==> src/design/chcr_pkg.sv <==
`default_nettype none
// ----------------------------------------------------------------------------
// chcr_pkg
// Shared types and constants for the hex colour rewriter: the output segment
// codes, the controller/datapath command and status groups and the literals.
// ----------------------------------------------------------------------------
package chcr_pkg;

    localparam int CHAR_W  = 16;
    localparam int DIGIT_W = 7;
    localparam int IDX_W   = 4;
    localparam int CNT_W   = 4;

    localparam logic [CHAR_W-1:0]  CHAR_HASH = 16'h0023;
    localparam logic [DIGIT_W-1:0] CHAR_ZERO = 7'h30;

    localparam logic [IDX_W-1:0] WORD_LEN  = 4'd11;
    localparam logic [IDX_W-1:0] SHORT_LEN = 4'd4;
    localparam logic [CNT_W-1:0] CNT_SHORT = 4'd4;
    localparam logic [CNT_W-1:0] CNT_LONG  = 4'd8;

    // where the unit being sent comes from
    typedef enum logic [1:0] {
        SEG_RUN  = 2'd0,
        SEG_CHAR = 2'd1,
        SEG_HASH = 2'd2,
        SEG_MARK = 2'd3
    } seg_t;

    typedef struct packed {
        logic             accept;
        logic             load;
        seg_t             seg;
        logic [IDX_W-1:0] idx;
        logic             fin;
        logic             finish;
    } cmd_t;

    typedef struct packed {
        logic             has_run;
        logic             has_char;
        logic             has_hash;
        logic             last;
        logic [IDX_W-1:0] run_len;
        logic             slot_free;
    } stat_t;

    // the replacement word, one letter per position
    function automatic logic [DIGIT_W-1:0] word_char(input logic [IDX_W-1:0] i);
        logic [DIGIT_W-1:0] c;
        case (i)
            4'd0:    c = 7'h74; // t
            4'd1:    c = 7'h72; // r
            4'd2:    c = 7'h61; // a
            4'd3:    c = 7'h6E; // n
            4'd4:    c = 7'h73; // s
            4'd5:    c = 7'h70; // p
            4'd6:    c = 7'h61; // a
            4'd7:    c = 7'h72; // r
            4'd8:    c = 7'h65; // e
            4'd9:    c = 7'h6E; // n
            default: c = 7'h74; // t
        endcase
        return c;
    endfunction

endpackage
`default_nettype wire

==> src/design/chcr_ctrl.sv <==
`default_nettype none
// ----------------------------------------------------------------------------
// chcr_ctrl
// Sequencer: takes one code unit, then walks the planned output segments
// (held run, the unit itself, a trailing hash, or the empty end marker).
// ----------------------------------------------------------------------------
module chcr_ctrl (
    input  wire logic           clk,
    input  wire logic           rst_n,
    input  wire logic           in_valid,
    output logic                in_ready,
    input  wire chcr_pkg::stat_t stat,
    output chcr_pkg::cmd_t      cmd
);

    typedef enum logic [5:0] {
        ST_IDLE = 6'b000001,
        ST_PLAN = 6'b000010,
        ST_RUN  = 6'b000100,
        ST_CHAR = 6'b001000,
        ST_HASH = 6'b010000,
        ST_MARK = 6'b100000
    } state_t;

    state_t                     state_reg;
    state_t                     state_next;
    logic [chcr_pkg::IDX_W-1:0] idx_reg;
    logic [chcr_pkg::IDX_W-1:0] idx_next;

    always_ff @(posedge clk or negedge rst_n)
    begin
        if (!rst_n)
        begin
            state_reg <= ST_IDLE;
            idx_reg   <= '0;
        end
        else
        begin
            state_reg <= state_next;
            idx_reg   <= idx_next;
        end
    end

    assign in_ready = (state_reg == ST_IDLE);

    always_comb
    begin
        state_next = state_reg;
        idx_next   = idx_reg;
        cmd.accept = 1'b0;
        cmd.load   = 1'b0;
        cmd.seg    = chcr_pkg::SEG_RUN;
        cmd.idx    = idx_reg;
        cmd.fin    = 1'b0;
        cmd.finish = 1'b0;
        unique case (state_reg)
            ST_IDLE:
            begin
                if (in_valid)
                begin
                    cmd.accept = 1'b1;
                    state_next = ST_PLAN;
                end
            end
            ST_PLAN:
            begin
                idx_next = '0;
                if (stat.has_run)
                    state_next = ST_RUN;
                else if (stat.has_char)
                    state_next = ST_CHAR;
                else if (stat.has_hash)
                    state_next = ST_HASH;
                else if (stat.last)
                    state_next = ST_MARK;
                else
                begin
                    cmd.finish = 1'b1;
                    state_next = ST_IDLE;
                end
            end
            ST_RUN:
            begin
                cmd.seg = chcr_pkg::SEG_RUN;
                if (stat.slot_free)
                begin
                    cmd.load = 1'b1;
                    if (idx_reg == stat.run_len - 4'd1)
                    begin
                        idx_next = '0;
                        cmd.fin  = !stat.has_char && !stat.has_hash;
                        if (stat.has_char)
                            state_next = ST_CHAR;
                        else if (stat.has_hash)
                            state_next = ST_HASH;
                        else
                        begin
                            cmd.finish = 1'b1;
                            state_next = ST_IDLE;
                        end
                    end
                    else
                        idx_next = idx_reg + 4'd1;
                end
            end
            ST_CHAR:
            begin
                cmd.seg = chcr_pkg::SEG_CHAR;
                if (stat.slot_free)
                begin
                    cmd.load = 1'b1;
                    cmd.fin  = !stat.has_hash;
                    if (stat.has_hash)
                        state_next = ST_HASH;
                    else
                    begin
                        cmd.finish = 1'b1;
                        state_next = ST_IDLE;
                    end
                end
            end
            ST_HASH:
            begin
                cmd.seg = chcr_pkg::SEG_HASH;
                if (stat.slot_free)
                begin
                    cmd.load   = 1'b1;
                    cmd.fin    = 1'b1;
                    cmd.finish = 1'b1;
                    state_next = ST_IDLE;
                end
            end
            ST_MARK:
            begin
                cmd.seg = chcr_pkg::SEG_MARK;
                if (stat.slot_free)
                begin
                    cmd.load   = 1'b1;
                    cmd.fin    = 1'b1;
                    cmd.finish = 1'b1;
                    state_next = ST_IDLE;
                end
            end
            default:
            begin
                state_next = ST_IDLE;
            end
        endcase
    end

endmodule
`default_nettype wire

==> src/design/chcr_datapath.sv <==
`default_nettype none
// ----------------------------------------------------------------------------
// chcr_datapath
// Digit store, run state, per-unit plan flags, output unit selection and the
// output register that decouples the result side.
// ----------------------------------------------------------------------------
module chcr_datapath (
    input  wire logic                          clk,
    input  wire logic                          rst_n,
    input  wire logic                          strip_surrogates,
    input  wire logic [chcr_pkg::CHAR_W-1:0]   in_char,
    input  wire logic                          in_last,
    input  wire chcr_pkg::cmd_t                cmd,
    output chcr_pkg::stat_t                    stat,
    output logic                               out_valid,
    input  wire logic                          out_ready,
    output logic [chcr_pkg::CHAR_W-1:0]        out_char,
    output logic                               char_valid,
    output logic                               run_end,
    output logic                               text_end
);

    logic [chcr_pkg::DIGIT_W-1:0] digit_store [8];

    logic                         collecting_reg;
    logic [chcr_pkg::CNT_W-1:0]   hex_count_reg;
    logic [chcr_pkg::CHAR_W-1:0]  char_reg;
    logic                         has_run_reg;
    logic                         has_char_reg;
    logic                         has_hash_reg;
    logic                         last_reg;
    logic                         force_full_reg;
    logic                         coll_fin_reg;
    logic                         keep_count_reg;

    logic                         out_valid_reg;
    logic [chcr_pkg::CHAR_W-1:0]  out_char_reg;
    logic                         char_valid_reg;
    logic                         run_end_reg;
    logic                         text_end_reg;

    logic                         in_hex;
    logic                         in_hash;
    logic                         in_sur;
    logic                         store;
    logic                         flush;
    logic                         use_word;
    logic                         use_short;
    logic [chcr_pkg::IDX_W-1:0]   idx_m1;
    logic [chcr_pkg::CHAR_W-1:0]  unit;

    assign in_hex = (in_char >= 16'h0030 && in_char <= 16'h0039)
                 || (in_char >= 16'h0041 && in_char <= 16'h0046)
                 || (in_char >= 16'h0061 && in_char <= 16'h0066);
    assign in_hash = (in_char == chcr_pkg::CHAR_HASH);
    assign in_sur  = (in_char[15:11] == 5'b11011);
    assign store   = collecting_reg && in_hex && !hex_count_reg[3];
    assign flush   = collecting_reg && in_hex && hex_count_reg[3];

    always_ff @(posedge clk)
    begin
        if (cmd.accept && store)
            digit_store[hex_count_reg[2:0]] <= in_char[6:0];
    end

    always_ff @(posedge clk or negedge rst_n)
    begin
        if (!rst_n)
        begin
            collecting_reg <= 1'b0;
            hex_count_reg  <= '0;
            has_run_reg    <= 1'b0;
            has_char_reg   <= 1'b0;
            has_hash_reg   <= 1'b0;
            last_reg       <= 1'b0;
            force_full_reg <= 1'b0;
            coll_fin_reg   <= 1'b0;
            keep_count_reg <= 1'b0;
        end
        else if (cmd.accept)
        begin
            last_reg <= in_last;
            if (store)
            begin
                hex_count_reg  <= hex_count_reg + 4'd1;
                has_run_reg    <= in_last;
                has_char_reg   <= 1'b0;
                has_hash_reg   <= 1'b0;
                force_full_reg <= 1'b0;
                coll_fin_reg   <= !in_last;
                keep_count_reg <= !in_last;
            end
            else if (flush)
            begin
                has_run_reg    <= 1'b1;
                has_char_reg   <= 1'b1;
                has_hash_reg   <= 1'b0;
                force_full_reg <= 1'b1;
                coll_fin_reg   <= 1'b0;
                keep_count_reg <= 1'b0;
            end
            else
            begin
                has_run_reg    <= collecting_reg;
                has_char_reg   <= !in_hash && !(strip_surrogates && in_sur);
                has_hash_reg   <= in_hash && in_last;
                force_full_reg <= 1'b0;
                coll_fin_reg   <= in_hash && !in_last;
                keep_count_reg <= 1'b0;
            end
        end
        else if (cmd.finish)
        begin
            collecting_reg <= coll_fin_reg;
            if (!keep_count_reg)
                hex_count_reg <= '0;
        end
    end

    always_ff @(posedge clk)
    begin
        if (cmd.accept)
            char_reg <= in_char;
    end

    // run resolution from the held digits
    assign use_word = !force_full_reg
        && ((hex_count_reg == chcr_pkg::CNT_SHORT && digit_store[3] == chcr_pkg::CHAR_ZERO)
         || (hex_count_reg == chcr_pkg::CNT_LONG && digit_store[6] == chcr_pkg::CHAR_ZERO
             && digit_store[7] == chcr_pkg::CHAR_ZERO));
    assign use_short = !force_full_reg && !use_word
                    && (hex_count_reg == chcr_pkg::CNT_SHORT);
    assign idx_m1 = cmd.idx - 4'd1;

    always_comb
    begin
        unit = '0;
        case (cmd.seg)
            chcr_pkg::SEG_RUN:
            begin
                if (use_word)
                    unit = {9'd0, chcr_pkg::word_char(cmd.idx)};
                else if (cmd.idx == '0)
                    unit = chcr_pkg::CHAR_HASH;
                else
                    unit = {9'd0, digit_store[idx_m1[2:0]]};
            end
            chcr_pkg::SEG_CHAR: unit = char_reg;
            chcr_pkg::SEG_HASH: unit = chcr_pkg::CHAR_HASH;
            chcr_pkg::SEG_MARK: unit = '0;
        endcase
    end

    always_comb
    begin
        stat.has_run   = has_run_reg;
        stat.has_char  = has_char_reg;
        stat.has_hash  = has_hash_reg;
        stat.last      = last_reg;
        stat.slot_free = !out_valid_reg || out_ready;
        if (use_word)
            stat.run_len = chcr_pkg::WORD_LEN;
        else if (use_short)
            stat.run_len = chcr_pkg::SHORT_LEN;
        else
            stat.run_len = hex_count_reg + 4'd1;
    end

    // output register
    always_ff @(posedge clk or negedge rst_n)
    begin
        if (!rst_n)
            out_valid_reg <= 1'b0;
        else if (cmd.load)
            out_valid_reg <= 1'b1;
        else if (out_ready)
            out_valid_reg <= 1'b0;
    end

    always_ff @(posedge clk)
    begin
        if (cmd.load)
        begin
            out_char_reg   <= unit;
            char_valid_reg <= (cmd.seg != chcr_pkg::SEG_MARK);
            run_end_reg    <= cmd.fin;
            text_end_reg   <= cmd.fin && last_reg;
        end
    end

    assign out_valid  = out_valid_reg;
    assign out_char   = out_char_reg;
    assign char_valid = char_valid_reg;
    assign run_end    = run_end_reg;
    assign text_end   = text_end_reg;

endmodule
`default_nettype wire

==> src/design/css_hex_color_rewriter.sv <==
`default_nettype none
// ----------------------------------------------------------------------------
// css_hex_color_rewriter
// Streaming rewriter of CSS hex colours in UTF-16 text, with an APB-style
// register for surrogate stripping.
// ----------------------------------------------------------------------------
// One code unit is taken at a time. Each unit is taken, then planned, then
// sends each result unit it produces (up to twelve); a unit that releases a
// colour run sends the run and then any closing unit or hash after it. The
// output register sends one unit per cycle and the sequencer waits on it while
// the sink stalls. A new unit is taken once the previous one has handed its
// last result to the output register, while that result may still be waiting.
// tlast marks the last result of the text; a final unit with nothing to send
// yields one result with the character flag low.
module css_hex_color_rewriter (
    input  wire logic        clk,
    input  wire logic        rst_n,
    input  wire logic        s_axis_tvalid,
    output logic             s_axis_tready,
    input  wire logic [15:0] s_axis_tdata,  // [15:0] in_char
    input  wire logic        s_axis_tlast,  // in_last
    output logic             m_axis_tvalid,
    input  wire logic        m_axis_tready,
    output logic [15:0]      m_axis_tdata,  // [15:0] out_char
    output logic [1:0]       m_axis_tuser,  // [0] char_valid, [1] run_end
    output logic             m_axis_tlast,  // text_end
    input  wire logic        psel,
    input  wire logic        penable,
    input  wire logic        pwrite,
    input  wire logic [2:0]  paddr,
    input  wire logic [31:0] pwdata,
    output logic [31:0]      prdata,
    output logic             pready
);

    chcr_pkg::cmd_t  cmd;
    chcr_pkg::stat_t stat;
    logic            strip_reg;
    logic            char_valid;
    logic            run_end;

    // register 0 at byte address 0
    always_ff @(posedge clk or negedge rst_n)
    begin
        if (!rst_n)
            strip_reg <= 1'b1;
        else if (psel && penable && pwrite && pready && !paddr[2])
            strip_reg <= pwdata[0];
    end

    assign pready = 1'b1;
    assign prdata = paddr[2] ? 32'd0 : {31'd0, strip_reg};

    chcr_ctrl u_ctrl (
        .clk      (clk),
        .rst_n    (rst_n),
        .in_valid (s_axis_tvalid),
        .in_ready (s_axis_tready),
        .stat     (stat),
        .cmd      (cmd)
    );

    chcr_datapath u_datapath (
        .clk              (clk),
        .rst_n            (rst_n),
        .strip_surrogates (strip_reg),
        .in_char          (s_axis_tdata),
        .in_last          (s_axis_tlast),
        .cmd              (cmd),
        .stat             (stat),
        .out_valid        (m_axis_tvalid),
        .out_ready        (m_axis_tready),
        .out_char         (m_axis_tdata),
        .char_valid       (char_valid),
        .run_end          (run_end),
        .text_end         (m_axis_tlast)
    );

    assign m_axis_tuser = {run_end, char_valid};

endmodule
`default_nettype wire

==> config.mk <==
export PLATFORM = sky130hd
export DESIGN_NAME = css_hex_color_rewriter
export DESIGN_NICKNAME = d
export VERILOG_FILES = /design/src/design/chcr_pkg.sv /design/src/design/chcr_ctrl.sv /design/src/design/chcr_datapath.sv /design/src/design/css_hex_color_rewriter.sv
export SDC_FILE = /design/constraint.sdc
export NUM_CORES = 1
export LEC_CHECK = 0
export ABC_AREA = 0
export BUFFER_PORTS_ARGS = -buffer_cell sky130_fd_sc_hd__buf_4
export CORE_MARGIN = 2
export CORE_UTILIZATION = 43
export DETAILED_ROUTE_END_ITERATION = 8
export GPL_TIMING_DRIVEN = 0
export MAX_ROUTING_LAYER = met4
export SKIP_LAST_GASP = 1
export SYNTH_ARGS = -nofsm -noshare
export SYNTH_HDL_FRONTEND = slang
export SYNTH_SLANG_ARGS = --single-unit
==> constraint.sdc <==
create_clock -name clk -period 4.7 [get_ports clk]
set_input_delay 0 -clock clk [delete_from_list [all_inputs] [get_ports clk]]
set_output_delay 0 -clock clk [all_outputs]
set_load 0.005 [all_outputs]
; ---- Yosys cells after proc, flatten, opt, wreduce, memory -nomap -nowiden
; Memory sizes are Yosys's and may differ from the RTL's.
; Index checks and enable logic that the tools add are counted.
[classes]
reduce_logical = 46
muxes = 56
eq_ne = 25
n_bitwise = 1
order_cmp = 6
add_sub_neg = 4
[ops]
columns = operator, count
row1 = 16-bit case mux with 4 select lines, 1
row2 = 6-bit 2-to-1 mux, 10
row3 = 16-bit by 7-bit >= comparator with 1-bit output (second input constant), 2
row4 = 16-bit by 7-bit less-or-equal comparator with 1-bit output (second input constant), 2
row5 = 4-bit 2-to-1 mux, 8
row6 = 6-bit case mux with 5 select lines, 1
row7 = 1-bit 2-to-1 mux, 25
row8 = 1-bit logical AND, 22
row9 = 7-bit by 6-bit == test with 1-bit output (second input constant), 3
row10 = 16-bit by 6-bit == test with 1-bit output (second input constant), 1
row11 = 16-bit by 6-bit >= comparator with 1-bit output (second input constant), 1
row12 = 16-bit by 6-bit less-or-equal comparator with 1-bit output (second input constant), 1
row13 = 16-bit 2-to-1 mux, 1
row14 = 3-bit case mux with 4 select lines, 1
row15 = 1-bit logical NOT, 10
row16 = 2-bit inequality test (second input constant), 5
row17 = 4-bit by 1-bit adder with 4-bit output (second input constant), 2
row18 = 2-bit 2-to-1 mux, 4
row19 = 4-bit case mux with 2 select lines, 1
row20 = 7-bit 2-to-1 mux, 1
row21 = 6-bit by 1-bit == test with 1-bit output (second input constant), 1
row22 = 6-bit by 2-bit == test with 1-bit output (second input constant), 1
row23 = 6-bit by 3-bit == test with 1-bit output (second input constant), 1
row24 = 6-bit by 4-bit == test with 1-bit output (second input constant), 1
row25 = other kinds (23), 32
[word_totals]
mem_bits_rw = 56
romBits = 80
inputBits = 59
n_memories = 2
regBits = 59
[mem_list]
columns = memory, depth, word_bits, rd, rd_clocked_by_memory_dff, write_ports, line
row1 = (name not given), 16, 5, 1, 0, 0, chcr_pkg.sv:51  ; case (i)
row2 = u_datapath.digit_store, 8, 7, 4, 0, 1, chcr_datapath.sv:23  ; logic [chcr_pkg::DIGIT_W-1:0] digit_store [8];

; ---- Longest topological paths before layout
; An unclocked memory read counts as a cell.
[depth]
word_depth = 18
ltp_mapped = 16
ltp_nobuf = 14

; ---- Hierarchy
; A second synthesis with hierarchy kept.
[hier_totals]
hier_cells = 432
area_unflattened_um2 = 5766.8
[by_module_without_submodules]
columns = module, n_inst, area_each_um2, cells_per_inst
row1 = chcr_datapath, 1, 4576.9, 302
row2 = chcr_ctrl, 1, 872.1, 90
row3 = css_hex_color_rewriter, 1, 317.8, 40

; ---- Worst setup path before layout
; OpenSTA, ideal clock, no wires.
[synth_path]
path_kind = register -> register
from = register u_datapath.hex_count_reg[0] in the netlist's numbering
to = register u_datapath.collecting_reg
setup_time_ns = 0.128
path_stages_with_launch = 17
period_less_slack_ns = 3.308
arrival_time_ns = 3.180
required_time_ns = 4.572
setup_slack_ns = 1.392
cell_sequence = dfrtp_1 > buf_2 > inv_2 > ha_1 > nor4b_1 > nand4b_1 > o21ai_1 > nor2b_1 > clkbuf_1 > a21oi_1 > ha_1 > xor2_1 > nand2_1 > a21oi_1 > o2111ai_1 > a21oi_1 > mux2_1
[synth_via]
elab_chain_len = 16
elab_cells_between_ends = 19
[synth_rtl]
columns = item, line
row1 = from (decl), chcr_datapath.sv:26  ; logic [chcr_pkg::CNT_W-1:0] hex_count_reg;
row2 = from (signal assigned), chcr_datapath.sv:85  ; hex_count_reg <= hex_count_reg + 4'd1;
row3 = 4-bit == test, chcr_datapath.sv:129  ; || (hex_count_reg == chcr_pkg::CNT_LONG && digit_store[6] == chcr_pkg::CHAR_ZERO
row4 = 1-bit logical AND, chcr_datapath.sv:129
row5 = 1-bit logical AND, chcr_datapath.sv:130  ; && digit_store[7] == chcr_pkg::CHAR_ZERO));
row6 = 1-bit logical OR, chcr_datapath.sv:129
row7 = 1-bit logical AND, chcr_datapath.sv:128  ; && ((hex_count_reg == chcr_pkg::CNT_SHORT && digit_store[3] == chcr_pkg::CHAR_ZERO)
row8 = 1-bit logical NOT, chcr_datapath.sv:131  ; assign use_short = !force_full_reg && !use_word
row9 = 1-bit logical AND, chcr_datapath.sv:131
row10 = 1-bit logical AND, chcr_datapath.sv:132  ; && (hex_count_reg == chcr_pkg::CNT_SHORT);
row11 = 4-bit 2-to-1 mux, chcr_datapath.sv:163  ; else if (use_short)
row12 = 4-bit 2-to-1 mux *, chcr_datapath.sv:161  ; if (use_word)
row13 = 4-bit by 1-bit subtractor with 4-bit output *, chcr_ctrl.sv:88  ; if (idx_reg == stat.run_len - 4'd1)
row14 = 4-bit == test *, chcr_ctrl.sv:88
row15 = 2-bit 2-to-1 mux *, chcr_ctrl.sv:88
row16 = 2-bit 2-to-1 mux *, chcr_ctrl.sv:85  ; if (stat.slot_free)
row17 = 1-bit case mux with 4 select lines *, chcr_ctrl.sv:56  ; unique case (state_reg)
row18 = 2-bit AND reduction (no line) *, -
row19 = to (signal assigned), chcr_datapath.sv:114  ; collecting_reg <= coll_fin_reg;
row20 = to (decl), chcr_datapath.sv:25  ; logic collecting_reg;
; Every way passes the cells marked *; elsewhere a longest branch is shown, timed or not.
; A chain may end at the register's enable or synchronous reset.

; ---- Worst setup path in the final report
[layout_path]
from = register u_ctrl.idx_reg[0] in the netlist's numbering
to = register u_datapath.out_char_reg (netlist bit u_datapath.out_char[5]), data pin
[layout_via]
elab_chain_len = 5
elab_cells_between_ends = 6
[layout_rtl]
columns = item, line
row1 = from (decl), chcr_ctrl.sv:27  ; logic [chcr_pkg::IDX_W-1:0] idx_reg;
row2 = from (signal assigned), chcr_ctrl.sv:40  ; idx_reg <= idx_next;
row3 = 3-bit by 1-bit subtractor with 3-bit output, chcr_datapath.sv:133  ; assign idx_m1 = cmd.idx - 4'd1;
row4 = memory read 8 x 7 bit, -
row5 = 7-bit 2-to-1 mux *, chcr_datapath.sv:143  ; else if (cmd.idx == '0)
row6 = 16-bit 2-to-1 mux *, chcr_datapath.sv:141  ; if (use_word)
row7 = 16-bit case mux with 4 select lines *, chcr_datapath.sv:138  ; case (cmd.seg)
row8 = "net u_datapath.unit, one bit", chcr_datapath.sv:50  ; logic [chcr_pkg::CHAR_W-1:0] unit;
row9 = to (signal assigned), chcr_datapath.sv:184  ; out_char_reg <= unit;
row10 = to (decl), chcr_datapath.sv:37  ; logic [chcr_pkg::CHAR_W-1:0] out_char_reg;
; Mark *: on every way through the listed nets, which the timed path passes. The rest lies on a longest branch.

==> impl_metrics.csv <==
group,metric,value,unit
run_status,status,"finished clean",
global_route,track_usage,18.9,%
logic_synthesis,synth_enable_flop_cells,91,
worst_setup_path,worst_setup_sp_type,"flip-flop",
logic_synthesis,synth_top_cell_by_area,"edfxtp_1",
floorplanning,num_rows,41,
drt,met1Wirelength,5.55,mm
floorplanning,fp.dieW,118,µm
worst_setup_path,worstReg2RegEnd,"u_datapath.out_char[5]",
cts,tritoncts.num_buffers,17,
drt,highest_layer,"met4",
drt,vias,3642,
sta,tightest_slew,1.12,ns
cells_and_area,instances_no_fill,733,
logic_synthesis,synthesis.area,0.00556,mm²
drt,wl_met2,5.71,mm
logic_synthesis,post_synth_fa_ha_maj_area_fraction,2.25,%
sta,clock.fmax,240,MHz
cts,clk_root_buffer_cell,"clkbuf_16",
logic_synthesis,synth_top_area_share,49.2,%
sta,grt_setup_unrepaired,"no",
placement,replace_congestion,0.840,
logic_synthesis,dominant_combinational_cell_family_by_area_after_synthesis,"simple AND/OR/NAND/NOR gates",
worst_setup_path,endpoint_arrival_time_on_the_critical_path,4.33,ns
drt,drc_errors,0,
logic_synthesis,post_synth_main_area_contributors,"edfxtp_1 49%, dfrtp_1 9.9%, mux4_2 5.7%",
logic_synthesis,ys_async_sr_fraction,20.9,%
worst_setup_path,criticalPathCategory,"reg -> reg",
cells_and_area,area.sequential,0.00334,mm²
sta,fin_worst_skew,0.0120,ns
logic_synthesis,synth-warning-count,0,
logic_synthesis,fraction_of_the_mapped_netlist_area_in_compound_gates,8.67,%
power,leakage,0.00266,µW
placement,input_output_buffers,47,
power,internal-power,2190,µW
drt,drtAntennaViolNets,0,
cells_and_area,syn2layout_area_growth,26.9,%
sta,finalCriticalPeriod,4.17,ns
power,power.ir.vdd_worst,0.258,mV
logic_synthesis,synth_top_flop_cell,"edfxtp_1",
logic_synthesis,synth_top_cells_by_count,"91 x edfxtp_1, 38 x nand2_1, 34 x buf_4",
logic_synthesis,cell_with_the_most_instances_after_synthesis,"edfxtp_1",
power,net_switching,824,µW
logic_synthesis,ys_seq_elements,115,
sta,post-route-period-util,88.8,%
worst_setup_path,worst_r2r_startpoint,"u_ctrl.idx_reg[0]",
global_route,grt-ovfl-total,0,
min_path,hp-class,"in -> async",
floorplanning,num_io_pins,113,
placement,detailed_place_hpwl,8.37,mm
drt,detailroute.wirelength.met3,750,µm
power,power_frac_seq,40.9,%
logic_synthesis,synth_simple_gate_area_share,12.9,%
sta,number_of_endpoints_failing_setup_at_the_final_stage,0,
cells_and_area,multi_input_comb_area,0.00198,mm²
drt,totalWireLength,12.2,mm
sta,timing.final.ws_setup,0.527,ns
cts,clk_transition_reported_paths,0.05,ns
worst_setup_path,reg2reg_setup_slack,0.53,ns
cts,h_tree_depth,4,
sta,final.hold.worst_slack,0.0616,ns
power,power_density,428,mW/mm²
worst_setup_path,worstSetupEndpointType,"flip-flop",
floorplanning,initial_core_utilization,44.0,%
floorplanning,design.die.area,0.0138,mm²
sta,finalSetupTns,0,ns
global_route,largest_net_degree_at_the_start_of_global_routing,25,
cells_and_area,largest_reg_flops,56,
drt,detail_route.wl_per_cell,16.6,µm
worst_setup_path,reg2regPathDepth,13,
floorplanning,die_height,118,µm
logic_synthesis,synth_sequential_area_ratio,60.0,%
run,cap_violations,0,
placement,place_worst_setup_slack,0.226,ns
cells_and_area,layout-drive-gt1-share,26.6,%
global_route,grt_first_pass_wirelength,19.3,mm
logic_synthesis,post_synth.cell_area_avg,12.9,µm²
logic_synthesis,synthCells,429,
logic_synthesis,synthMuxAreaShare,7.75,%
cts,worst_skew_pair_latency,0.41,ns
power,pwr-share-clk,39.1,%
cells_and_area,stdcell_area,0.00705,mm²
logic_synthesis,synth_xor_xnor_area_share,1.58,%
cells_and_area,n_fill_cell,1080,
placement,dpl.cell_count,679,
drt,drt_iter0_markers,188,
cells_and_area,finish.net_count,617,
power,combinationalPowerShare,19.9,%
cts,cts_buffer_depth,2,
sta,timing_max_transition_violations_final,0,
cells_and_area,n_antenna_cell,0,
cts,tritoncts_clock_tree,"done",
global_route,grt_antenna_before_repair,0,
floorplanning,core_area,0.0126,mm²
sta,worst_slew_margin_rel,24.6,%
sta,report.final.hold_viol_count,0,
power,netSwitchingFraction,27.3,%
worst_setup_path,critPathMaxFanout,10,
drt,route.detailed.vias_per_inst,4.97,
logic_synthesis,yosys.cell_types.count,60,
drt,detailedRoute.firstPassIterationCount,4,
worst_setup_path,cp_data_required_time,4.85,ns
cts,clkSinkCount,115,
global_route,first_global_vias,3550,
placement,postPlaceCellArea,0.00627,mm²
[kinds of logic (layout without fill, tap and decap cells)]
group,count (synthesis),count (layout)
AOI/OAI and AO/OA,72,72
xor gates and xnor gates,10,10
adders and majority gates,10,10
buffers and inverters,62,164
DFF,115,115
muxes,25,25
other,2,32
and+or+nand+nor,133,133
[area by class of cell]
type | instances | area share [%]
inverter | 12 | 0.639
timing repair buffer | 70 | 8.34
multi-input combinational | 282 | 28.1
sequential | 115 | 47.3
buffer | 50 | 4.65
clock inverter | 13 | 1.61
clock buffer | 19 | 6.28
tap | 172 | 3.05
[worst max path at each step]
stage	from	end	slack (ns)	depth (start not counted)
2_1_floorplan	u_datapath.hex_count_reg[0]	u_datapath.collecting_reg	1.39	16
3_3_place_gp	u_ctrl.idx_reg[0]	u_datapath.out_char[5]	0.17	13
3_5_place_dp	u_ctrl.idx_reg[0]	u_datapath.out_char[5]	0.23	13
4_1_cts	u_ctrl.idx_reg[0]	u_datapath.out_char[5]	0.18	13
5_1_grt	u_ctrl.idx_reg[0]	u_datapath.out_char[5]	0.22	13
6_report	u_ctrl.idx_reg[0]	u_datapath.out_char[5]	0.53	13
[cell usage in the layout (no fill, tap or decap), types with 5 or more instances in the layout]
| cell | count |
|---|---|
| nor2b_1 | 9 |
| inv_1 | 10 |
| xnor2_1 | 5 |
| nand2_1 | 38 |
| nor3_1 | 15 |
| edfxtp_1 | 91 |
| conb_1 | 32 |
| and2_1 | 14 |
| dfrtp_1 | 22 |
| nand3_1 | 9 |
| a22o_1 | 5 |
| mux2i_1 | 7 |
| a21oi_1 | 13 |
| o21ai_0 | 17 |
| xor2_1 | 5 |
| mux4_2 | 14 |
| ha_1 | 10 |
| buf_4 | 81 |
| dlygate4sd3_1 | 22 |
| clkbuf_1 | 12 |
| nor2_1 | 15 |
| clkbuf_16 | 17 |
| clkinvlp_4 | 8 |
[routing by layer]
| metal | global-route usage [%] | up-vias |
|---|---|---|
| li1 | - | 1783 |
| met1 | 25.2 | 1728 |
| met2 | 28.7 | 119 |
| met3 | 4.22 | 12 |
| met4 | 6.63 | 0 |
| met5 | - | - |
[repair_timing]
item,4_1_cts,5_1_grt
buffers inserted,0,0
hold buffers,22,0
endpoints found under the setup margin,0,1
resized for setup,0,2
hold endpoints to repair,105,0
[power by group through the flow]
stage	logic [µW]	clock network (µW)	registers [µW]
2_1_floorplan	411	0	1240
3_3_place_gp	576	0	1250
3_5_place_dp	581	0	1250
4_1_cts	602	1200	1240
5_1_grt	665	1240	1240
6_report	601	1180	1240
[critical path, stage by stage (launching register included)]
cell	delay (ns)
dfrtp_1	0.37
clkbuf_1	0.57
clkbuf_2	0.41
inv_1	0.19
ha_1	0.32
buf_2	0.29
buf_2	0.38
mux4_2	0.55
mux2i_1	0.25
nand3_1	0.12
o22ai_1	0.19
o21ai_0	0.12
nand2_1	0.08
nand2_1	0.07
[metrics by stage]
| step | total power [µW] | util, % |
|---|---|---|
| after floorplan | 1650 | - |
| after global placement | 1830 | 49.4 |
| after detailed placement | 1840 | 49.7 |
| after CTS | 3030 | 55.9 |
| after global routing | 3150 | 55.9 |
| final | 3020 | 55.9 |
(Power assumes the default switching activity.)
